**src/hw/rtl/two_key_short_long_press_detector_assert.svh**
```systemverilog
// ----------------------------------------------------------------------------
// Assertion macros for the two-key press detector
// Concurrent assertion wrappers that compile to nothing when NO_ASSERTIONS is set.
// ----------------------------------------------------------------------------
`ifndef TWO_KEY_SHORT_LONG_PRESS_DETECTOR_ASSERT_SVH
`define TWO_KEY_SHORT_LONG_PRESS_DETECTOR_ASSERT_SVH

`ifndef NO_ASSERTIONS
`define TKSLPD_ASSERT(lbl, clk, rst, prop, msg) \
  lbl: assert property (@(posedge clk) disable iff (rst) prop) else $error(msg);
`define TKSLPD_ASSERT_ALWAYS(lbl, clk, prop, msg) \
  lbl: assert property (@(posedge clk) prop) else $error(msg);
`else
`define TKSLPD_ASSERT(lbl, clk, rst, prop, msg)
`define TKSLPD_ASSERT_ALWAYS(lbl, clk, prop, msg)
`endif

`endif

```
**src/hw/rtl/tkslpd_pkg.sv**
```systemverilog
// ----------------------------------------------------------------------------
// Two-key press detector package
// Shared widths, event codes, register indexes, reset thresholds and the per-key status type.
// ----------------------------------------------------------------------------
package tkslpd_pkg;

  localparam int TICK_W    = 16;
  localparam int EVENT_W   = 3;
  localparam int CFG_IDX_W = 2;
  localparam int CFG_W     = 16;

  localparam logic [EVENT_W-1:0] EV_NONE        = 3'd0;
  localparam logic [EVENT_W-1:0] EV_FUNC_SHORT  = 3'd1;
  localparam logic [EVENT_W-1:0] EV_POWER_LONG  = 3'd2;
  localparam logic [EVENT_W-1:0] EV_TIMER_SHORT = 3'd3;
  localparam logic [EVENT_W-1:0] EV_PAIR_LONG   = 3'd4;

  localparam logic [CFG_IDX_W-1:0] REG_SHORT_PRESS = 2'd0;
  localparam logic [CFG_IDX_W-1:0] REG_POWER_LONG  = 2'd1;
  localparam logic [CFG_IDX_W-1:0] REG_TIMER_LONG  = 2'd2;

  localparam logic [TICK_W-1:0] SHORT_PRESS_RESET = 16'd10;
  localparam logic [TICK_W-1:0] POWER_LONG_RESET  = 16'd400;
  localparam logic [TICK_W-1:0] TIMER_LONG_RESET  = 16'd600;

  typedef struct packed {
    logic down_next;
    logic short_ev;
    logic long_ev;
  } key_status_t;

endpackage

```
**src/hw/rtl/tkslpd_if.sv**
```systemverilog
// ----------------------------------------------------------------------------
// Two-key press detector channels
// Valid/ready channels for the key poll and for the detector result.
// ----------------------------------------------------------------------------
interface tkslpd_poll_if;
  logic                          valid;
  logic                          ready;
  logic                          power_pin;
  logic                          timer_pin;
  logic [tkslpd_pkg::TICK_W-1:0] now_tick;

  modport source (output valid, power_pin, timer_pin, now_tick, input ready);
  modport sink   (input valid, power_pin, timer_pin, now_tick, output ready);
endinterface

interface tkslpd_result_if;
  logic                           valid;
  logic                           ready;
  logic [tkslpd_pkg::EVENT_W-1:0] key_event;
  logic                           power_held;
  logic                           timer_held;

  modport source (output valid, key_event, power_held, timer_held, input ready);
  modport sink   (input valid, key_event, power_held, timer_held, output ready);
endinterface

```
**src/hw/rtl/tkslpd_key.sv**
```systemverilog
// ----------------------------------------------------------------------------
// Single key tracker
// Holds the press state of one key and flags its short and long events.
// ----------------------------------------------------------------------------
`include "two_key_short_long_press_detector_assert.svh"

module tkslpd_key (
  input  logic                          clk,
  input  logic                          rst,
  input  logic                          en,
  input  logic                          pin,
  input  logic [tkslpd_pkg::TICK_W-1:0] now_tick,
  input  logic [tkslpd_pkg::TICK_W-1:0] short_ticks,
  input  logic [tkslpd_pkg::TICK_W-1:0] long_ticks,
  output tkslpd_pkg::key_status_t       status
);
  import tkslpd_pkg::*;

  logic              down;
  logic              short_seen;
  logic              long_seen;
  logic [TICK_W-1:0] start;

  logic              down_next;
  logic              short_seen_next;
  logic              long_seen_next;
  logic [TICK_W-1:0] start_next;
  logic [TICK_W-1:0] elapsed;
  logic              short_ev;
  logic              long_ev;

  always_comb begin
    elapsed         = now_tick - start;
    down_next       = down;
    short_seen_next = short_seen;
    long_seen_next  = long_seen;
    start_next      = start;
    short_ev        = 1'b0;
    long_ev         = 1'b0;
    if (pin) begin
      if (down) begin
        short_ev        = short_seen && !long_seen;
        down_next       = 1'b0;
        short_seen_next = 1'b0;
        long_seen_next  = 1'b0;
        start_next      = '0;
      end
    end else if (!down) begin
      down_next       = 1'b1;
      short_seen_next = 1'b0;
      long_seen_next  = 1'b0;
      start_next      = now_tick;
    end else if (!short_seen) begin
      if (elapsed > short_ticks) begin
        short_seen_next = 1'b1;
      end
    end else if (!long_seen) begin
      if (elapsed > long_ticks) begin
        long_seen_next = 1'b1;
        start_next     = '0;
        long_ev        = 1'b1;
      end
    end
  end

  assign status = '{down_next: down_next, short_ev: short_ev, long_ev: long_ev};

  always_ff @(posedge clk) begin
    if (rst) begin
      down       <= 1'b0;
      short_seen <= 1'b0;
      long_seen  <= 1'b0;
      start      <= '0;
    end else if (en) begin
      down       <= down_next;
      short_seen <= short_seen_next;
      long_seen  <= long_seen_next;
      start      <= start_next;
    end
  end

  // A long press is only ever reached through a short-qualified hold.
  `TKSLPD_ASSERT(a_long_needs_short, clk, rst, long_seen |-> (down && short_seen), "long flag without held short press")
  `TKSLPD_ASSERT(a_idle_clear, clk, rst, !down |-> (!short_seen && !long_seen && start == '0), "released key keeps stale state")
  `TKSLPD_ASSERT(a_long_latched, clk, rst, (en && long_ev) |=> (long_seen && start == '0), "long event not latched")

endmodule

```
**src/hw/rtl/two_key_short_long_press_detector.sv**
```systemverilog
// A result item appears in the cycle after its poll item is accepted.
// A poll item is taken every cycle while the result register is empty or being read;
// each key update is a 16-bit subtract and compare between the key state registers and the result register.
// Reset: synchronous rst clears both key states and the result valid flag and
// restores the thresholds to 10, 400 and 600 ticks.
// ----------------------------------------------------------------------------
// Two-key short/long press detector
// Tracks the power and timer keys and reports short and long press events.
// ----------------------------------------------------------------------------
`include "two_key_short_long_press_detector_assert.svh"

module two_key_short_long_press_detector (
  input  logic                             clk,
  input  logic                             rst,
  input  logic                             cfg_we,
  input  logic [tkslpd_pkg::CFG_IDX_W-1:0] cfg_index,
  input  logic [tkslpd_pkg::CFG_W-1:0]     cfg_data,
  tkslpd_poll_if.sink                      poll,
  tkslpd_result_if.source                  result
);
  import tkslpd_pkg::*;

  logic [TICK_W-1:0]  short_press_ticks;
  logic [TICK_W-1:0]  power_long_ticks;
  logic [TICK_W-1:0]  timer_long_ticks;

  logic               accept;
  logic               out_valid;
  logic [EVENT_W-1:0] key_event;
  logic               power_held;
  logic               timer_held;
  logic [EVENT_W-1:0] key_event_next;

  key_status_t        power_st;
  key_status_t        timer_st;

  always_ff @(posedge clk) begin
    if (rst) begin
      short_press_ticks <= SHORT_PRESS_RESET;
      power_long_ticks  <= POWER_LONG_RESET;
      timer_long_ticks  <= TIMER_LONG_RESET;
    end else if (cfg_we) begin
      unique case (cfg_index)
        REG_SHORT_PRESS: short_press_ticks <= cfg_data[TICK_W-1:0];
        REG_POWER_LONG:  power_long_ticks  <= cfg_data[TICK_W-1:0];
        REG_TIMER_LONG:  timer_long_ticks  <= cfg_data[TICK_W-1:0];
        default: ;
      endcase
    end
  end

  assign poll.ready = !out_valid || result.ready;
  assign accept     = poll.valid && poll.ready;

  tkslpd_key u_power (
    .clk         (clk),
    .rst         (rst),
    .en          (accept),
    .pin         (poll.power_pin),
    .now_tick    (poll.now_tick),
    .short_ticks (short_press_ticks),
    .long_ticks  (power_long_ticks),
    .status      (power_st)
  );

  tkslpd_key u_timer (
    .clk         (clk),
    .rst         (rst),
    .en          (accept),
    .pin         (poll.timer_pin),
    .now_tick    (poll.now_tick),
    .short_ticks (short_press_ticks),
    .long_ticks  (timer_long_ticks),
    .status      (timer_st)
  );

  // A timer long event wins, then a power long, a timer short and a power short.
  always_comb begin
    if (timer_st.long_ev) begin
      key_event_next = EV_PAIR_LONG;
    end else if (power_st.long_ev) begin
      key_event_next = EV_POWER_LONG;
    end else if (timer_st.short_ev) begin
      key_event_next = EV_TIMER_SHORT;
    end else if (power_st.short_ev) begin
      key_event_next = EV_FUNC_SHORT;
    end else begin
      key_event_next = EV_NONE;
    end
  end

  always_ff @(posedge clk) begin
    if (rst) begin
      out_valid <= 1'b0;
    end else if (accept) begin
      out_valid <= 1'b1;
    end else if (result.ready) begin
      out_valid <= 1'b0;
    end
  end

  always_ff @(posedge clk) begin
    if (accept) begin
      key_event  <= key_event_next;
      power_held <= power_st.down_next;
      timer_held <= timer_st.down_next;
    end
  end

  assign result.valid      = out_valid;
  assign result.key_event  = key_event;
  assign result.power_held = power_held;
  assign result.timer_held = timer_held;

  `TKSLPD_ASSERT(a_accept_fills, clk, rst, accept |=> out_valid, "accepted item produced no result")
  `TKSLPD_ASSERT(a_release_drops, clk, rst, (accept && poll.power_pin) |=> !power_held, "released power key still held")
  `TKSLPD_ASSERT(a_short_released, clk, rst, (out_valid && key_event == EV_FUNC_SHORT) |-> !power_held, "power short event while held")
  `TKSLPD_ASSERT(a_timer_short_released, clk, rst, (out_valid && key_event == EV_TIMER_SHORT) |-> !timer_held, "timer short event while held")

endmodule

```
**src/flat_wrapper.sv**
```systemverilog
// flat-port wrapper written by rule: the top's interface ports become plain ports
module two_key_short_long_press_detector_flat import tkslpd_pkg::*;
  (clk, rst, cfg_we, cfg_index, cfg_data, poll_valid, poll_power_pin, poll_timer_pin, poll_now_tick, poll_ready, result_valid, result_key_event, result_power_held, result_timer_held, result_ready);
  tkslpd_poll_if poll_i ();
  tkslpd_result_if result_i ();
  input  logic clk;
  input  logic rst;
  input  logic cfg_we;
  input  logic [tkslpd_pkg::CFG_IDX_W-1:0] cfg_index;
  input  logic [tkslpd_pkg::CFG_W-1:0] cfg_data;
  input wire logic [$bits(poll_i.valid)-1:0] poll_valid;
  input wire logic [$bits(poll_i.power_pin)-1:0] poll_power_pin;
  input wire logic [$bits(poll_i.timer_pin)-1:0] poll_timer_pin;
  input wire logic [$bits(poll_i.now_tick)-1:0] poll_now_tick;
  output wire logic [$bits(poll_i.ready)-1:0] poll_ready;
  output wire logic [$bits(result_i.valid)-1:0] result_valid;
  output wire logic [$bits(result_i.key_event)-1:0] result_key_event;
  output wire logic [$bits(result_i.power_held)-1:0] result_power_held;
  output wire logic [$bits(result_i.timer_held)-1:0] result_timer_held;
  input wire logic [$bits(result_i.ready)-1:0] result_ready;
  assign poll_i.valid = poll_valid;
  assign poll_i.power_pin = poll_power_pin;
  assign poll_i.timer_pin = poll_timer_pin;
  assign poll_i.now_tick = poll_now_tick;
  assign poll_ready = poll_i.ready;
  assign result_valid = result_i.valid;
  assign result_key_event = result_i.key_event;
  assign result_power_held = result_i.power_held;
  assign result_timer_held = result_i.timer_held;
  assign result_i.ready = result_ready;
  two_key_short_long_press_detector u_core (.clk(clk), .rst(rst), .cfg_we(cfg_we), .cfg_index(cfg_index), .cfg_data(cfg_data), .poll(poll_i), .result(result_i));
endmodule
```
**config.mk**
```make
export PLATFORM = sky130hd
export DESIGN_NAME = two_key_short_long_press_detector_flat
export DESIGN_NICKNAME = d
export VERILOG_FILES = /design/src/hw/rtl/tkslpd_pkg.sv /design/src/hw/rtl/tkslpd_if.sv /design/src/hw/rtl/tkslpd_key.sv /design/src/hw/rtl/two_key_short_long_press_detector.sv /design/src/flat_wrapper.sv
export VERILOG_INCLUDE_DIRS = /design/src /design/src/hw/rtl
export SDC_FILE = /design/constraint.sdc
export NUM_CORES = 1
export LEC_CHECK = 0
export BUFFER_PORTS_ARGS = -buffer_cell sky130_fd_sc_hd__buf_2
export CAP_MARGIN = 10
export CORE_ASPECT_RATIO = 0.5
export CORE_MARGIN = 1.5
export CORE_UTILIZATION = 30
export CTS_CLUSTER_SIZE = 24
export DETAILED_ROUTE_END_ITERATION = 8
export PLACE_DENSITY_LB_ADDON = 0.05
export SLEW_MARGIN = 15
export SYNTH_ARGS = -nofsm -noshare
export SYNTH_HDL_FRONTEND = slang
export SYNTH_SLANG_ARGS = --single-unit
```
**constraint.sdc**
```tcl
create_clock -name clk -period 5.5 [get_ports clk]
set_clock_uncertainty 0.05 [all_clocks]
set_input_delay 1.1 -clock clk [delete_from_list [all_inputs] [get_ports clk]]
set_output_delay 1.1 -clock clk [all_outputs]
set_load 0.1 [all_outputs]
```
Word level (Yosys, flattened, before mapping)
Cells that the tools add are included.
{"block": "op_classes", "addsub": 2, "order_cmp": 4, "n_eq_ne": 10, "n_mux": 51, "n_reduce_logical": 19}
{"operator": "16-bit 2-to-1 mux", "n": 12}
{"operator": "16-bit greater-than comparator", "n": 4}
{"operator": "1-bit 2-to-1 mux", "n": 37}
{"operator": "16-bit subtractor", "n": 2}
{"operator": "3-bit by 2-bit != test with 1-bit output, second input constant", "n": 4}
{"operator": "2-bit AND reduction", "n": 5}
{"operator": "5-bit AND reduction", "n": 2}
{"operator": "3-bit 2-to-1 mux", "n": 2}
{"operator": "3-bit != test, second input constant", "n": 2}
{"operator": "3-bit AND reduction", "n": 2}
{"operator": "2-bit by 1-bit != test with 1-bit output, second input constant", "n": 2}
{"operator": "1-bit logical AND", "n": 3}
{"operator": "1-bit logical NOT", "n": 3}
{"operator": "2-bit by 1-bit == test with 1-bit output, second input constant", "n": 1}
{"operator": "2-bit == test, second input constant", "n": 1}
{"operator": "2-bit logical NOT", "n": 1}
{"operator": "2-bit nonzero test", "n": 1}
{"operator": "2-bit OR reduction", "n": 1}
{"operator": "1-bit logical OR", "n": 1}
{"block": "word_totals", "reg_bits": 92, "output_inout_bits": 7}

Logic depth before layout (Yosys ltp)
Gate-level depths: netlist (run 1).
{"block": "logic_depth", "depth_word": 8, "mapped_depth": 19, "mapped_depth_nobuf": 18}

Cells and area by module
From an unflattened synthesis (run 1), not the netlist that was laid out.
{"block": "unflattened", "hier_cells": 807, "area_unflattened_um2": 6935.4}
{"mod": "tkslpd_key at u_core.u_power", "instances": 1, "cells_per_inst": 317, "area_per_inst_um2": 2452.4, "seq_area_each_um2": 380.4}
{"mod": "tkslpd_key at u_core.u_timer", "instances": 1, "cells_per_inst": 289, "area_per_inst_um2": 2288.4, "seq_area_each_um2": 380.4}
{"mod": "two_key_short_long_press_detector", "instances": 1, "cells_per_inst": 201, "area_per_inst_um2": 2194.6, "seq_area_each_um2": 1131.1}

Worst setup path before layout (run 1)
OpenSTA, ideal clock, no wires.
{"block": "synth_path", "kind": "input to register", "from": "input poll_now_tick[0]", "to": "register u_core.key_event[1], in the netlist u_core.result.key_event[1] (data pin)", "setup_time_ns": 0.180, "t_arrival_ns": 4.524, "path_slack_ns": 0.746, "path_stages": 16, "cell_sequence": "inv_1 > ha_1 > fa_1 > nor2b_1 > o31a_2 > nor4_2 > o41ai_2 > a21oi_1 > o31ai_2 > xor2_1 > ha_1 > nand4_1 > or4_4 > and2_4 > and3_4 > o41ai_2"}
{"block": "synth_via", "elab_chain_len": 8, "word_cells_on_any_way": 15}
{"item": "start, declared", "line": "flat_wrapper.sv:14", "text": "input wire logic [$bits(poll_i.now_tick)-1:0] poll_now_tick;"}
{"item": "16-bit subtractor", "line": "tkslpd_key.sv:33", "text": "elapsed = now_tick - start;"}
{"item": "16-bit greater-than comparator", "line": "tkslpd_key.sv:58", "text": "if (elapsed > long_ticks) begin"}
{"item": "1-bit 2-to-1 mux", "line": "tkslpd_key.sv:58"}
{"item": "1-bit 2-to-1 mux", "line": "tkslpd_key.sv:57", "text": "end else if (!long_seen) begin"}
{"item": "1-bit 2-to-1 mux", "line": "tkslpd_key.sv:53", "text": "end else if (!short_seen) begin"}
{"item": "1-bit 2-to-1 mux", "line": "tkslpd_key.sv:48", "text": "end else if (!down) begin"}
{"item": "1-bit 2-to-1 mux", "line": "tkslpd_key.sv:40", "text": "if (pin) begin"}
{"item": "3-bit 2-to-1 mux", "line": "two_key_short_long_press_detector.sv:81", "text": "end else if (power_st.long_ev) begin"}
{"item": "end signal, assigned", "line": "two_key_short_long_press_detector.sv:104", "text": "key_event <= key_event_next;"}
{"item": "end, declared", "line": "two_key_short_long_press_detector.sv:29", "text": "logic [EVENT_W-1:0] key_event;"}
Several ways; a longest one is shown, not always the timed one.
A chain may end at the register's enable or synchronous reset.

Final worst setup path (run 1)
{"block": "layout_path", "from": "input poll_now_tick[0]", "to": "register u_core.key_event[0], in the netlist u_core.result.key_event[0] (data pin)"}
{"block": "layout_via", "elab_chain_len": 8, "word_cells_on_any_way": 15}
{"item": "16-bit subtractor", "line": "tkslpd_key.sv:33"}
{"item": "16-bit greater-than comparator", "line": "tkslpd_key.sv:58"}
{"item": "1-bit 2-to-1 mux", "line": "tkslpd_key.sv:58"}
{"item": "1-bit 2-to-1 mux", "line": "tkslpd_key.sv:57"}
{"item": "1-bit 2-to-1 mux", "line": "tkslpd_key.sv:53"}
{"item": "1-bit 2-to-1 mux", "line": "tkslpd_key.sv:48"}
{"item": "1-bit 2-to-1 mux", "line": "tkslpd_key.sv:40"}
{"item": "2-bit OR reduction (no source line) *"}
Every way passes the cells marked *; elsewhere a longest branch is shown, timed or not.

==> run_summary.xml, run 1 <==
<?xml version="1.0" encoding="UTF-8"?>
<metrics>
  <group name="die">
    <metric name="fp-row-count" unit="">38</metric>
    <metric name="fp.coreArea" unit="sq um">21700</metric>
    <metric name="design.die.area" unit="sq um">23100</metric>
    <metric name="initial_core_utilization" unit="%">30.6</metric>
    <metric name="io_pins" unit="">48</metric>
    <metric name="die_w" unit="um">213</metric>
    <metric name="floorplan.die.height" unit="um">108</metric>
  </group>
  <group name="finish">
    <metric name="final_cell_mix" unit="">sky130_fd_sc_hd__nand2_1, sky130_fd_sc_hd__a21oi_1, sky130_fd_sc_hd__ha_1, sky130_fd_sc_hd__dfxtp_1, sky130_fd_sc_hd__inv_1</metric>
    <metric name="finish.cell_count_without_fillers" unit="">1173</metric>
    <metric name="stdcell_area" unit="sq um">7540</metric>
    <metric name="layout.cells.most_common" unit="">sky130_fd_sc_hd__nand2_1</metric>
    <metric name="final_layout_size_suffix_gt1_share" unit="%">15.0</metric>
    <metric name="num-fill-cells" unit="">2319</metric>
    <metric name="nets_final" unit="">1006</metric>
    <metric name="antennaDiodeCount" unit="">0</metric>
    <metric name="layout-area-overhead-vs-synth" unit="%">13.5</metric>
  </group>
  <group name="drt">
    <metric name="avgViaCountPerCell" unit="">4.88</metric>
    <metric name="drt-pass1-iter-count" unit="">5</metric>
    <metric name="wire_length_per_cell" unit="um">17.5</metric>
    <metric name="detail_route.drc_violations" unit="">0</metric>
    <metric name="total_wire_length_after_detailed_routing" unit="um">20600</metric>
    <metric name="ant_nets" unit="">0</metric>
    <metric name="detail_route.iter0.violations" unit="">354</metric>
    <metric name="route.vias.total" unit="">5730</metric>
  </group>
  <group name="clocking">
    <metric name="clk_transition_reported_paths" unit="ns">0.07</metric>
    <metric name="number_of_setup_buffers_added_after_cts" unit="">0</metric>
    <metric name="tritoncts_num_sinks" unit="">92</metric>
    <metric name="cts_buffer_depth" unit="">2</metric>
    <metric name="cts_repair_resized_insts" unit="">0</metric>
    <metric name="clock_h_tree_levels" unit="">3</metric>
    <metric name="cts-hold-fix-buffers" unit="">0</metric>
    <metric name="worst_skew_pair.late_latency" unit="ns">0.37</metric>
    <metric name="cts_tree" unit="">done</metric>
    <metric name="clockRootBuffer" unit="">sky130_fd_sc_hd__clkbuf_16</metric>
    <metric name="cts_inserted_buffers" unit="">9</metric>
  </group>
  <group name="timing">
    <metric name="finalSetupViolations" unit="">0</metric>
    <metric name="timing_max_transition_violations_final" unit="">0</metric>
    <metric name="final.period_utilization" unit="%">92.3</metric>
    <metric name="slew_headroom" unit="%">21.7</metric>
    <metric name="timing.hold.ws" unit="ns">0.404</metric>
    <metric name="final_hold_viol_count" unit="">0</metric>
    <metric name="period_needed" unit="ns">5.08</metric>
    <metric name="grt_setup_unrepaired" unit="">no</metric>
    <metric name="tightestPinTransition" unit="ns">1.17</metric>
    <metric name="clock.fmax" unit="MHz">197</metric>
    <metric name="finalSetupTns" unit="ns">0</metric>
  </group>
  <group name="global_route">
    <metric name="first_pass_grt_wire_length" unit="um">32100</metric>
    <metric name="grt_overflow_total" unit="">0</metric>
    <metric name="antenna_found_initial" unit="">0</metric>
    <metric name="grt_util_all_layers" unit="%">18.8</metric>
    <metric name="grt_max_degree" unit="">49</metric>
    <metric name="first_global_vias" unit="">5453</metric>
  </group>
  <group name="run_status">
    <metric name="outcome" unit="">finished, final reports clean</metric>
  </group>
  <group name="placed_design">
    <metric name="place_inst" unit="">1158</metric>
    <metric name="place_congestion" unit="">0.797</metric>
    <metric name="place.detailed.hpwl" unit="um">15700</metric>
    <metric name="post_place_instance_area" unit="sq um">7270</metric>
    <metric name="io_buffers" unit="">47</metric>
  </group>
  <group name="worst_setup_path">
    <metric name="crit_path_max_fanout" unit="">4</metric>
    <metric name="rr_endpoint" unit="">u_core.u_power.start[2]$_SDFFE_PP0P_</metric>
    <metric name="timing.reg2reg.setup_slack" unit="ns">1.02</metric>
    <metric name="timing.rr.start" unit="">u_core.u_power.start[0]$_SDFFE_PP0P_</metric>
    <metric name="worst_ep_required_time" unit="ns">5.61</metric>
    <metric name="setup.worst_path.start_class" unit="">input pin</metric>
    <metric name="kind_of_capture_point_of_the_worst_setup_path" unit="">flop</metric>
    <metric name="cp.arrival" unit="ns">5.18</metric>
    <metric name="rr_worst_depth" unit="">17</metric>
    <metric name="critPathKind" unit="">input pin to flop</metric>
  </group>
  <group name="synthesis">
    <metric name="post_synth_instance_area" unit="sq um">6650</metric>
    <metric name="synth_seq_cells" unit="">92</metric>
    <metric name="netlist-cell-type-count" unit="">70</metric>
    <metric name="syn_nets" unit="">961</metric>
    <metric name="ys_async_sr_fraction" unit="%">0</metric>
    <metric name="synth_warnings" unit="">0</metric>
    <metric name="synth_enable_flop_cells" unit="">5</metric>
    <metric name="synth_top_flop_cell" unit="">sky130_fd_sc_hd__dfxtp_1</metric>
    <metric name="synth-seq-area-share" unit="%">28.5</metric>
    <metric name="synth.avg_cell_area" unit="sq um">8.06</metric>
    <metric name="netlist_instances" unit="">824</metric>
  </group>
  <group name="flow_run">
    <metric name="cap_viol_max_count" unit="">0</metric>
  </group>
  <group name="power">
    <metric name="power.internal" unit="mW">1.25</metric>
    <metric name="power_per_cell_area" unit="nW/um^2">257</metric>
    <metric name="power.switching_fraction" unit="%">35.6</metric>
    <metric name="seq_power_share" unit="%">36.9</metric>
    <metric name="vdd_drop_max" unit="V">0.000136</metric>
    <metric name="power.switching" unit="mW">0.688</metric>
    <metric name="comb_power_share" unit="%">31.8</metric>
    <metric name="power.share.clock" unit="%">31.3</metric>
    <metric name="cell_leakage_power" unit="nW">2.88</metric>
  </group>
  <group name="min_path">
    <metric name="timing.hold.worst_endpoint" unit="">u_core.timer_long_ticks[1]$_SDFFE_PP0P_</metric>
    <metric name="min_from" unit="">u_core.timer_long_ticks[1]$_SDFFE_PP0P_</metric>
    <metric name="whs_path_depth" unit="">2</metric>
    <metric name="min-delay-path-class" unit="">flop to flop</metric>
  </group>
</metrics>
[synth_stat cells, types with 3 or more instances]
cell | n | area share (%)
sky130_fd_sc_hd__o21ai_0 | 20 | 1.5
sky130_fd_sc_hd__nand2b_1 | 9 | 0.85
sky130_fd_sc_hd__nand3_1 | 9 | 0.68
sky130_fd_sc_hd__a21oi_2 | 10 | 1.3
sky130_fd_sc_hd__xnor2_1 | 20 | 2.6
sky130_fd_sc_hd__xor2_1 | 5 | 0.66
sky130_fd_sc_hd__nor2b_1 | 12 | 1.1
sky130_fd_sc_hd__edfxtp_1 | 5 | 2.3
sky130_fd_sc_hd__o21ai_1 | 12 | 0.90
sky130_fd_sc_hd__or4b_2 | 14 | 2.1
sky130_fd_sc_hd__o21ai_2 | 10 | 1.3
sky130_fd_sc_hd__a31oi_1 | 5 | 0.47
sky130_fd_sc_hd__o21a_1 | 11 | 1.2
sky130_fd_sc_hd__nor2_1 | 48 | 2.7
sky130_fd_sc_hd__or4_1 | 3 | 0.34
sky130_fd_sc_hd__nand2_1 | 108 | 6.1
sky130_fd_sc_hd__o211ai_1 | 6 | 0.68
sky130_fd_sc_hd__nand3b_1 | 21 | 2.4
sky130_fd_sc_hd__a21oi_1 | 99 | 7.5
sky130_fd_sc_hd__a211oi_1 | 8 | 0.90
sky130_fd_sc_hd__a211o_1 | 9 | 1.2
sky130_fd_sc_hd__buf_2 | 4 | 0.30
sky130_fd_sc_hd__clkbuf_1 | 25 | 1.4
sky130_fd_sc_hd__dfxtp_1 | 87 | 26
sky130_fd_sc_hd__nor3_1 | 4 | 0.30
sky130_fd_sc_hd__ha_1 | 94 | 18
sky130_fd_sc_hd__a21o_1 | 14 | 1.6
sky130_fd_sc_hd__inv_1 | 86 | 4.9
sky130_fd_sc_hd__nand4_1 | 15 | 1.4
sky130_fd_sc_hd__and2_1 | 3 | 0.28
[cell families (layout without fill, tap and decap cells)]
family	after synthesis	in the layout	share of synthesized area (%)
simple gates	266	266	20.8
compound gates	226	226	22.1
buf+inv	119	168	7.02
fa+ha+maj	96	96	18.3
flops	92	92	28.5
xor+xnor	25	25	3.30
[metal layers]
layer,share of wire (%),GRT usage [%]
met1,58,30.1
met2,37,24.5
met3,4.0,4.39
met4,0.74,3.17
met5,0,0
[stage by stage]
| step | util (%) | total power, mW | worst slack, ns |
|---|---|---|---|
| global placement | 33.6 | 1.34 | 0.0444 |
| global route | 34.8 | 2.07 | 0.123 |
| floorplan | - | 1.14 | 0.746 |
| finish | 34.8 | 1.93 | 0.423 |
| CTS | 34.8 | 1.96 | 0.394 |
| detailed placement | 33.6 | 1.34 | 0.00402 |
[state kept, by name, indices dropped and copies added, names as in the netlist]
name / count
u_core.power_long_ticks: 16
u_core.result.key_event: 3
u_core.result.power_held: 1
u_core.result.timer_held: 1
u_core.result.valid: 1
u_core.short_press_ticks: 16
u_core.timer_long_ticks: 16
u_core.u_power.down: 1
u_core.u_power.long_seen: 1
u_core.u_power.short_seen: 1
u_core.u_power.start: 16
u_core.u_timer.down: 1
u_core.u_timer.long_seen: 1
u_core.u_timer.short_seen: 1
u_core.u_timer.start: 16
[power groups by stage]
stage | Sequential [mW] | Combinational, mW | Clock (mW)
floorplan | 0.743 | 0.401 | 0
global placement | 0.729 | 0.609 | 0
detailed placement | 0.729 | 0.613 | 0
CTS | 0.714 | 0.617 | 0.625
global route | 0.717 | 0.697 | 0.652
finish | 0.714 | 0.615 | 0.605
[critical path, cell delays in order]
cell                       delay (ns)
sky130_fd_sc_hd__buf_2           0.08
sky130_fd_sc_hd__inv_1           0.05
sky130_fd_sc_hd__buf_4           0.13
sky130_fd_sc_hd__ha_1            0.22
sky130_fd_sc_hd__fa_1            0.41
sky130_fd_sc_hd__nor2b_1         0.16
sky130_fd_sc_hd__o31a_2          0.19
sky130_fd_sc_hd__nor4_2          0.05
sky130_fd_sc_hd__o41ai_2         0.37
sky130_fd_sc_hd__a21oi_1         0.17
sky130_fd_sc_hd__o31ai_2         0.25
sky130_fd_sc_hd__xor2_1          0.36
sky130_fd_sc_hd__ha_1            0.22
sky130_fd_sc_hd__nand4_1         0.16
sky130_fd_sc_hd__or4_4           0.56
sky130_fd_sc_hd__and2_4          0.18
sky130_fd_sc_hd__and3_4          0.18
sky130_fd_sc_hd__o311ai_1        0.33
[how the worst max path moves through the flow]
stage | to | from | slack, ns
floorplan | u_core.result.key_event[1]$_SDFFCE_PP0P_ | poll_now_tick[0] | 0.75
global placement | u_core.result.key_event[0]$_SDFFCE_PP0P_ | poll_now_tick[0] | 0.04
detailed placement | u_core.result.key_event[0]$_SDFFCE_PP0P_ | poll_now_tick[0] | 0.004
CTS | u_core.result.key_event[0]$_SDFFCE_PP0P_ | poll_now_tick[0] | 0.39
global route | u_core.u_power.start[5]$_SDFFE_PP0P_ | poll_now_tick[0] | 0.12
finish | u_core.result.key_event[0]$_SDFFCE_PP0P_ | poll_now_tick[0] | 0.42
[area by class of cell]
cell class	instances	area, sq um	share of cell area [%]
Timing Repair Buffer	67	398	5.28
Multi-Input combinational cell	613	4290	56.9
Clock inverter	6	40.0	0.531
Tap cell	300	375	4.98
Sequential cell	92	1890	25.1
Inverter	86	323	4.28
Clock buffer	9	225	2.99
No activity file was read; power rests on OpenSTA's default activity.
==> run 2, diff against run 1 <==
--- a/config.mk
+++ b/config.mk
@@ -13,8 +13,8 @@
 export CORE_UTILIZATION = 30
 export CTS_CLUSTER_SIZE = 24
 export DETAILED_ROUTE_END_ITERATION = 8
-export PLACE_DENSITY_LB_ADDON = 0.05
-export SLEW_MARGIN = 15
+export PLACE_DENSITY = 0.55
+export SLEW_MARGIN = 20
 export SYNTH_ARGS = -nofsm -noshare
 export SYNTH_HDL_FRONTEND = slang
 export SYNTH_SLANG_ARGS = --single-unit
==> run 2 against run 1 <==
  * Sequential cell count unchanged
  * Utilization decreased by 0.081 points
  * Wire length decreased by 9.5%
  * Non-clock buffer count decreased by 10
  * Clock power increased by 11%
  * Cell count decreased by 0.60%
==> run_summary.xml, run 2 (synthesis results as in run 1) <==
<?xml version="1.0" encoding="UTF-8"?>
<metrics>
  <group name="worst_setup_path">
    <metric name="worst_ep_required_time" unit="ns">5.64</metric>
    <metric name="kind_of_capture_point_of_the_worst_setup_path" unit="">flop</metric>
    <metric name="critical_path.max_stage_delay" unit="ns">0.58</metric>
    <metric name="critPathKind" unit="">input pin to flop</metric>
    <metric name="setup.worst_path.start_class" unit="">input pin</metric>
    <metric name="crit_path_max_fanout" unit="">28</metric>
    <metric name="timing.critical_path.cells" unit="">buf_2 -&gt; inv_1 -&gt; ha_1 -&gt; fa_1 -&gt; nor2b_1 -&gt; o31a_2 -&gt; nor4_2 -&gt; o41ai_2 -&gt; a21oi_1 -&gt; o31ai_2 -&gt; xor2_1 -&gt; ha_1 -&gt; nand4_1 -&gt; or4_4 -&gt; a41oi_2 -&gt; buf_12 -&gt; nand3b_1 -&gt; a21oi_1</metric>
    <metric name="worst_path_max_delay_cell" unit="">sky130_fd_sc_hd__or4_4</metric>
    <metric name="cp.arrival" unit="ns">5.14</metric>
  </group>
  <group name="global_route">
    <metric name="grt_util_all_layers" unit="%">16.7</metric>
    <metric name="first_pass_grt_wire_length" unit="um">29700</metric>
    <metric name="antenna_found_initial" unit="">4</metric>
    <metric name="grt_overflow_total" unit="">0</metric>
    <metric name="first_global_vias" unit="">5544</metric>
    <metric name="grt_max_degree" unit="">49</metric>
  </group>
  <group name="die">
    <metric name="die_w" unit="um">213</metric>
    <metric name="io_pins" unit="">48</metric>
    <metric name="design.die.area" unit="sq um">23100</metric>
    <metric name="fp.coreArea" unit="sq um">21700</metric>
    <metric name="floorplan.die.height" unit="um">108</metric>
    <metric name="fp-row-count" unit="">38</metric>
    <metric name="initial_core_utilization" unit="%">30.6</metric>
  </group>
  <group name="timing">
    <metric name="slew_headroom" unit="%">28.6</metric>
    <metric name="finalSetupViolations" unit="">0</metric>
    <metric name="grt_setup_unrepaired" unit="">no</metric>
    <metric name="final_hold_viol_count" unit="">0</metric>
    <metric name="clock.fmax" unit="MHz">200</metric>
    <metric name="timing_max_transition_violations_final" unit="">0</metric>
    <metric name="tightestPinTransition" unit="ns">1.07</metric>
    <metric name="period_needed" unit="ns">5.00</metric>
    <metric name="final.period_utilization" unit="%">90.8</metric>
    <metric name="finalSetupTns" unit="ns">0</metric>
    <metric name="postLayoutSetupSlackWorst" unit="ns">0.505</metric>
  </group>
  <group name="clocking">
    <metric name="cts_repair_resized_insts" unit="">0</metric>
    <metric name="worst_skew_pair.late_latency" unit="ns">0.36</metric>
    <metric name="clockRootBuffer" unit="">sky130_fd_sc_hd__clkbuf_16</metric>
    <metric name="cts_buffer_depth" unit="">2</metric>
    <metric name="cts-hold-fix-buffers" unit="">0</metric>
    <metric name="clk_transition_reported_paths" unit="ns">0.07</metric>
    <metric name="number_of_setup_buffers_added_after_cts" unit="">0</metric>
    <metric name="cts_tree" unit="">done</metric>
    <metric name="tritoncts_num_sinks" unit="">92</metric>
    <metric name="clock_h_tree_levels" unit="">3</metric>
    <metric name="cts_inserted_buffers" unit="">9</metric>
  </group>
  <group name="flow_run">
    <metric name="cap_viol_max_count" unit="">0</metric>
  </group>
  <group name="drt">
    <metric name="wl_met3" unit="um">1040</metric>
    <metric name="metal_1_wl" unit="um">9780</metric>
    <metric name="top_layer_used" unit="">met5</metric>
    <metric name="detail_route.iter0.violations" unit="">357</metric>
    <metric name="total_wire_length_after_detailed_routing" unit="um">18600</metric>
    <metric name="avgViaCountPerCell" unit="">4.98</metric>
    <metric name="detail_route.drc_violations" unit="">0</metric>
    <metric name="route.vias.total" unit="">5806</metric>
    <metric name="met2RoutedLength" unit="um">7450</metric>
    <metric name="wire_length_per_cell" unit="um">15.9</metric>
    <metric name="ant_nets" unit="">0</metric>
    <metric name="drt-pass1-iter-count" unit="">7</metric>
  </group>
  <group name="finish">
    <metric name="multiInputGateArea" unit="sq um">4290</metric>
    <metric name="finish.cell_count_without_fillers" unit="">1166</metric>
    <metric name="nets_final" unit="">996</metric>
    <metric name="ff_latch_area" unit="sq um">1890</metric>
    <metric name="final_cell_mix" unit="">sky130_fd_sc_hd__nand2_1, sky130_fd_sc_hd__a21oi_1, sky130_fd_sc_hd__ha_1, sky130_fd_sc_hd__dfxtp_1, sky130_fd_sc_hd__inv_1</metric>
    <metric name="layout-area-overhead-vs-synth" unit="%">13.2</metric>
    <metric name="layout.cells.most_common" unit="">sky130_fd_sc_hd__nand2_1</metric>
    <metric name="layout.core_utilization" unit="%">34.7</metric>
    <metric name="final_layout_size_suffix_gt1_share" unit="%">14.0</metric>
    <metric name="num-fill-cells" unit="">2302</metric>
  </group>
  <group name="power">
    <metric name="vdd_drop_max" unit="V">0.000117</metric>
    <metric name="power_per_cell_area" unit="nW/um^2">262</metric>
    <metric name="cell_leakage_power" unit="nW">2.85</metric>
  </group>
  <group name="placed_design">
    <metric name="io_buffers" unit="">47</metric>
    <metric name="place_inst" unit="">1148</metric>
    <metric name="place_congestion" unit="">0.896</metric>
    <metric name="place.detailed.hpwl" unit="um">14300</metric>
    <metric name="post-place-ws" unit="ns">0.159</metric>
  </group>
  <group name="min_path">
    <metric name="min-delay-path-class" unit="">flop to flop</metric>
  </group>
  <group name="run_status">
    <metric name="outcome" unit="">finished, final reports clean</metric>
  </group>
</metrics>
==> run 2: cell count changes in the layout (fill, tap and decap cells not counted) <==
cell                        before  now
sky130_fd_sc_hd__buf_4          19    9
sky130_fd_sc_hd__bufinv_16       0    1
sky130_fd_sc_hd__clkbuf_16       9   10
sky130_fd_sc_hd__clkbuf_1        0    1
sky130_fd_sc_hd__clkinv_2        3    0
sky130_fd_sc_hd__diode_2         0    2
sky130_fd_sc_hd__clkinv_4        0    1
==> run 2: per-layer routing <==
layer  GRT usage, %  vias up
met5              0        -
met4           4.83        4
met3           3.72       23
met2           24.3      125
met1           24.3     2698
li1               -     2956
==> run 2: power breakdown <==
part           total (mW)  internal, mW  switching [mW]
logic               0.585         0.229           0.355
registers           0.719         0.699          0.0196
clock network       0.670         0.385           0.286
==> run 2: path summary, 6_finish.rpt <==
check	start	end	slack, ns	cells past startpoint
setup / recovery	poll_now_tick[0]	u_core.u_timer.start[11]$_SDFFE_PP0P_	0.50	18
hold / removal	u_core.u_timer.start[12]$_SDFFE_PP0P_	u_core.u_timer.start[12]$_SDFFE_PP0P_	0.40	2
hold reg to reg	u_core.u_timer.start[12]$_SDFFE_PP0P_	u_core.u_timer.start[12]$_SDFFE_PP0P_	0.40	2
setup reg to reg	u_core.u_timer.start[0]$_SDFFE_PP0P_	u_core.u_timer.start[11]$_SDFFE_PP0P_	1.11	16
==> run 2: stage by stage <==
step | total power, mW | hold WS (ns) | cell area, sq um
floorplan | 1.14 | 0.382 | 6650
global placement | 1.30 | 0.388 | 7200
detailed placement | 1.31 | 0.397 | 7200
CTS | 1.98 | 0.407 | 7520
global route | 2.08 | 0.420 | 7520
finish | 1.97 | 0.404 | 7520
==> run 2: layout make-up <==
class                      instances  share of cell area (%)
sequential                        92                    25.1
inverter                          86                    4.29
clock buffer                      11                    3.38
multi-input combinational        613                    57.0
tap                              300                    4.99
timing repair buffer              57                    4.29
clock inverter                     5                   0.848
antenna                            2                  0.0665
==> run 2: critical path: cells and delay by family <==
family,cells,cell delay [ns]
buffers and inverters,3,0.36
AOI/OAI and AO/OA,6,1.42
and+or+nand+nor,5,1.10
adders and majority gates,3,0.85
xor gates and xnor gates,1,0.28
==> run 3, diff against run 2 <==
--- a/config.mk
+++ b/config.mk
@@ -9,7 +9,7 @@
 export BUFFER_PORTS_ARGS = -buffer_cell sky130_fd_sc_hd__buf_2
 export CAP_MARGIN = 10
 export CORE_ASPECT_RATIO = 0.5
-export CORE_MARGIN = 1.5
+export CORE_MARGIN = 3
 export CORE_UTILIZATION = 30
 export CTS_CLUSTER_SIZE = 24
 export DETAILED_ROUTE_END_ITERATION = 8
==> run 3 against run 2 <==
  * Sequential cell count stayed put
  * Power is 0.79% higher
  * Setup slack better by 0.065 ns
==> run_summary.xml, run 3 (synthesis results as in run 1) <==
<?xml version="1.0" encoding="UTF-8"?>
<metrics>
  <group name="run_status">
    <metric name="outcome" unit="">finished, final reports clean</metric>
  </group>
  <group name="worst_setup_path">
    <metric name="crit_path_max_fanout" unit="">4</metric>
    <metric name="worst_path_max_delay_cell" unit="">sky130_fd_sc_hd__or4_4</metric>
    <metric name="setup.worst_path.start_class" unit="">input pin</metric>
    <metric name="cp.arrival" unit="ns">5.05</metric>
    <metric name="crit_path_leading_delay_family" unit="">simple AND/OR/NAND/NOR gates</metric>
    <metric name="critical_path.max_stage_delay" unit="ns">0.59</metric>
    <metric name="critPathBufInv" unit="">2</metric>
    <metric name="critPathKind" unit="">input pin to flop</metric>
    <metric name="worst_ep_required_time" unit="ns">5.62</metric>
    <metric name="kind_of_capture_point_of_the_worst_setup_path" unit="">flop</metric>
    <metric name="timing.critical_path.cells" unit="">buf_2 -&gt; inv_1 -&gt; ha_1 -&gt; fa_1 -&gt; nor2b_1 -&gt; o31a_2 -&gt; nor4_2 -&gt; o41ai_2 -&gt; a21oi_1 -&gt; o31ai_2 -&gt; xor2_1 -&gt; ha_1 -&gt; nand4_1 -&gt; or4_4 -&gt; and2_4 -&gt; and3_4 -&gt; o41ai_2</metric>
  </group>
  <group name="finish">
    <metric name="final_layout_size_suffix_gt1_share" unit="%">13.9</metric>
    <metric name="layout-area-overhead-vs-synth" unit="%">13.0</metric>
    <metric name="finish.cell_count_without_fillers" unit="">1154</metric>
    <metric name="nets_final" unit="">994</metric>
    <metric name="layout.core_utilization" unit="%">35.5</metric>
    <metric name="num-fill-cells" unit="">2200</metric>
    <metric name="antennaDiodeCount" unit="">0</metric>
    <metric name="final_cell_mix" unit="">sky130_fd_sc_hd__nand2_1, sky130_fd_sc_hd__a21oi_1, sky130_fd_sc_hd__ha_1, sky130_fd_sc_hd__dfxtp_1, sky130_fd_sc_hd__inv_1</metric>
    <metric name="layout.cells.most_common" unit="">sky130_fd_sc_hd__nand2_1</metric>
  </group>
  <group name="global_route">
    <metric name="grt_max_degree" unit="">48</metric>
    <metric name="grt_util_all_layers" unit="%">15.1</metric>
    <metric name="grt_overflow_total" unit="">0</metric>
    <metric name="first_global_vias" unit="">5514</metric>
    <metric name="first_pass_grt_wire_length" unit="um">28900</metric>
    <metric name="antenna_found_initial" unit="">1</metric>
  </group>
  <group name="drt">
    <metric name="detail_route.drc_violations" unit="">0</metric>
    <metric name="ant_nets" unit="">0</metric>
    <metric name="wl_met3" unit="um">567</metric>
    <metric name="total_wire_length_after_detailed_routing" unit="um">17900</metric>
    <metric name="detail_route.iter0.violations" unit="">321</metric>
    <metric name="route.vias.total" unit="">5716</metric>
    <metric name="met2RoutedLength" unit="um">8100</metric>
    <metric name="wire_length_per_cell" unit="um">15.5</metric>
    <metric name="top_layer_used" unit="">met5</metric>
    <metric name="metal_1_wl" unit="um">8970</metric>
    <metric name="avgViaCountPerCell" unit="">4.95</metric>
    <metric name="drt-pass1-iter-count" unit="">5</metric>
  </group>
  <group name="timing">
    <metric name="timing.hold.ws" unit="ns">0.400</metric>
    <metric name="final_hold_viol_count" unit="">0</metric>
    <metric name="period_needed" unit="ns">4.93</metric>
    <metric name="grt_setup_unrepaired" unit="">no</metric>
    <metric name="final.period_utilization" unit="%">89.6</metric>
    <metric name="finalSetupTns" unit="ns">0</metric>
    <metric name="slew_headroom" unit="%">32.5</metric>
    <metric name="clock.fmax" unit="MHz">203</metric>
    <metric name="tightestPinTransition" unit="ns">1.01</metric>
    <metric name="timing_max_transition_violations_final" unit="">0</metric>
    <metric name="finalSetupViolations" unit="">0</metric>
  </group>
  <group name="placed_design">
    <metric name="io_buffers" unit="">47</metric>
    <metric name="place_inst" unit="">1137</metric>
    <metric name="place_congestion" unit="">0.858</metric>
    <metric name="place.detailed.hpwl" unit="um">14000</metric>
  </group>
  <group name="power">
    <metric name="cell_leakage_power" unit="nW">2.85</metric>
    <metric name="p_total" unit="mW">1.99</metric>
    <metric name="power_per_cell_area" unit="nW/um^2">265</metric>
    <metric name="vdd_drop_max" unit="V">0.000146</metric>
  </group>
  <group name="die">
    <metric name="floorplan.die.height" unit="um">111</metric>
    <metric name="design.die.area" unit="sq um">24100</metric>
    <metric name="die_w" unit="um">216</metric>
    <metric name="fp-row-count" unit="">37</metric>
    <metric name="fp.coreArea" unit="sq um">21200</metric>
    <metric name="initial_core_utilization" unit="%">31.4</metric>
    <metric name="io_pins" unit="">48</metric>
  </group>
  <group name="clocking">
    <metric name="cts_tree" unit="">done</metric>
    <metric name="clk_transition_reported_paths" unit="ns">0.07</metric>
    <metric name="tritoncts_num_sinks" unit="">92</metric>
    <metric name="cts_buffer_depth" unit="">2</metric>
    <metric name="clockRootBuffer" unit="">sky130_fd_sc_hd__clkbuf_16</metric>
    <metric name="clock_h_tree_levels" unit="">3</metric>
    <metric name="number_of_setup_buffers_added_after_cts" unit="">0</metric>
    <metric name="worst_skew_pair.late_latency" unit="ns">0.36</metric>
    <metric name="cts_repair_resized_insts" unit="">0</metric>
    <metric name="cts-hold-fix-buffers" unit="">0</metric>
    <metric name="cts_inserted_buffers" unit="">9</metric>
  </group>
  <group name="min_path">
    <metric name="min-delay-path-class" unit="">flop to flop</metric>
  </group>
  <group name="flow_run">
    <metric name="cap_viol_max_count" unit="">0</metric>
  </group>
</metrics>
## run 3: cell types whose count changed in the layout (fill, tap and decap cells not counted), sizes merged
| cell | change |
|---|---|
| buf | -2 |
| diode | -2 |
| bufinv | +1 |
| clkbuf | -1 |
| clkinvlp | -1 |
| inv | +1 |
## run 3: power breakdown
group | switching (mW) | internal (mW)
registers | 0.0197 | 0.699
logic | 0.345 | 0.226
clock network | 0.285 | 0.415
## run 3: layout make-up
type                       instances  area (sq um)  area share, %
multi-input combinational        613          4290           57.1
sequential                        92          1890           25.2
timing repair buffer              55           312           4.15
tap                              292           365           4.87
clock buffer                      10           239           3.18
inverter                          86           323           4.30
clock inverter                     6          92.6           1.23
## run 3: path summary, 6_finish.rpt
check	startpoint	endpoint	slack (ns)	cells past startpoint
worst max-delay path	poll_now_tick[0]	u_core.result.key_event[1]$_SDFFCE_PP0P_	0.57	17
worst min-delay path	u_core.u_timer.start[14]$_SDFFE_PP0P_	u_core.u_timer.start[14]$_SDFFE_PP0P_	0.40	2
worst min register to register	u_core.u_timer.start[14]$_SDFFE_PP0P_	u_core.u_timer.start[14]$_SDFFE_PP0P_	0.40	2
worst max register to register	u_core.u_timer.start[1]$_SDFFE_PP0P_	u_core.result.key_event[1]$_SDFFCE_PP0P_	1.17	16
## run 3: tightest hold or removal path: stages, from the launching register on
cell and delay (ns):
sky130_fd_sc_hd__dfxtp_1 0.31, sky130_fd_sc_hd__nand2_1 0.05, sky130_fd_sc_hd__a21oi_1 0.05
## run 3: stage by stage
step                      setup slack, ns  area [sq um]
after floorplan                     0.746          6650
after global placement              0.204          7170
after detailed placement           0.0785          7170
after CTS                           0.438          7500
after global routing                0.281          7510
final                               0.570          7510
## run 3: metal layers
metal,up-vias,global-route usage [%]
met3,20,2.82
met5,-,0
met1,2678,20.5
met2,66,24.4
met4,2,4.37
li1,2950,-
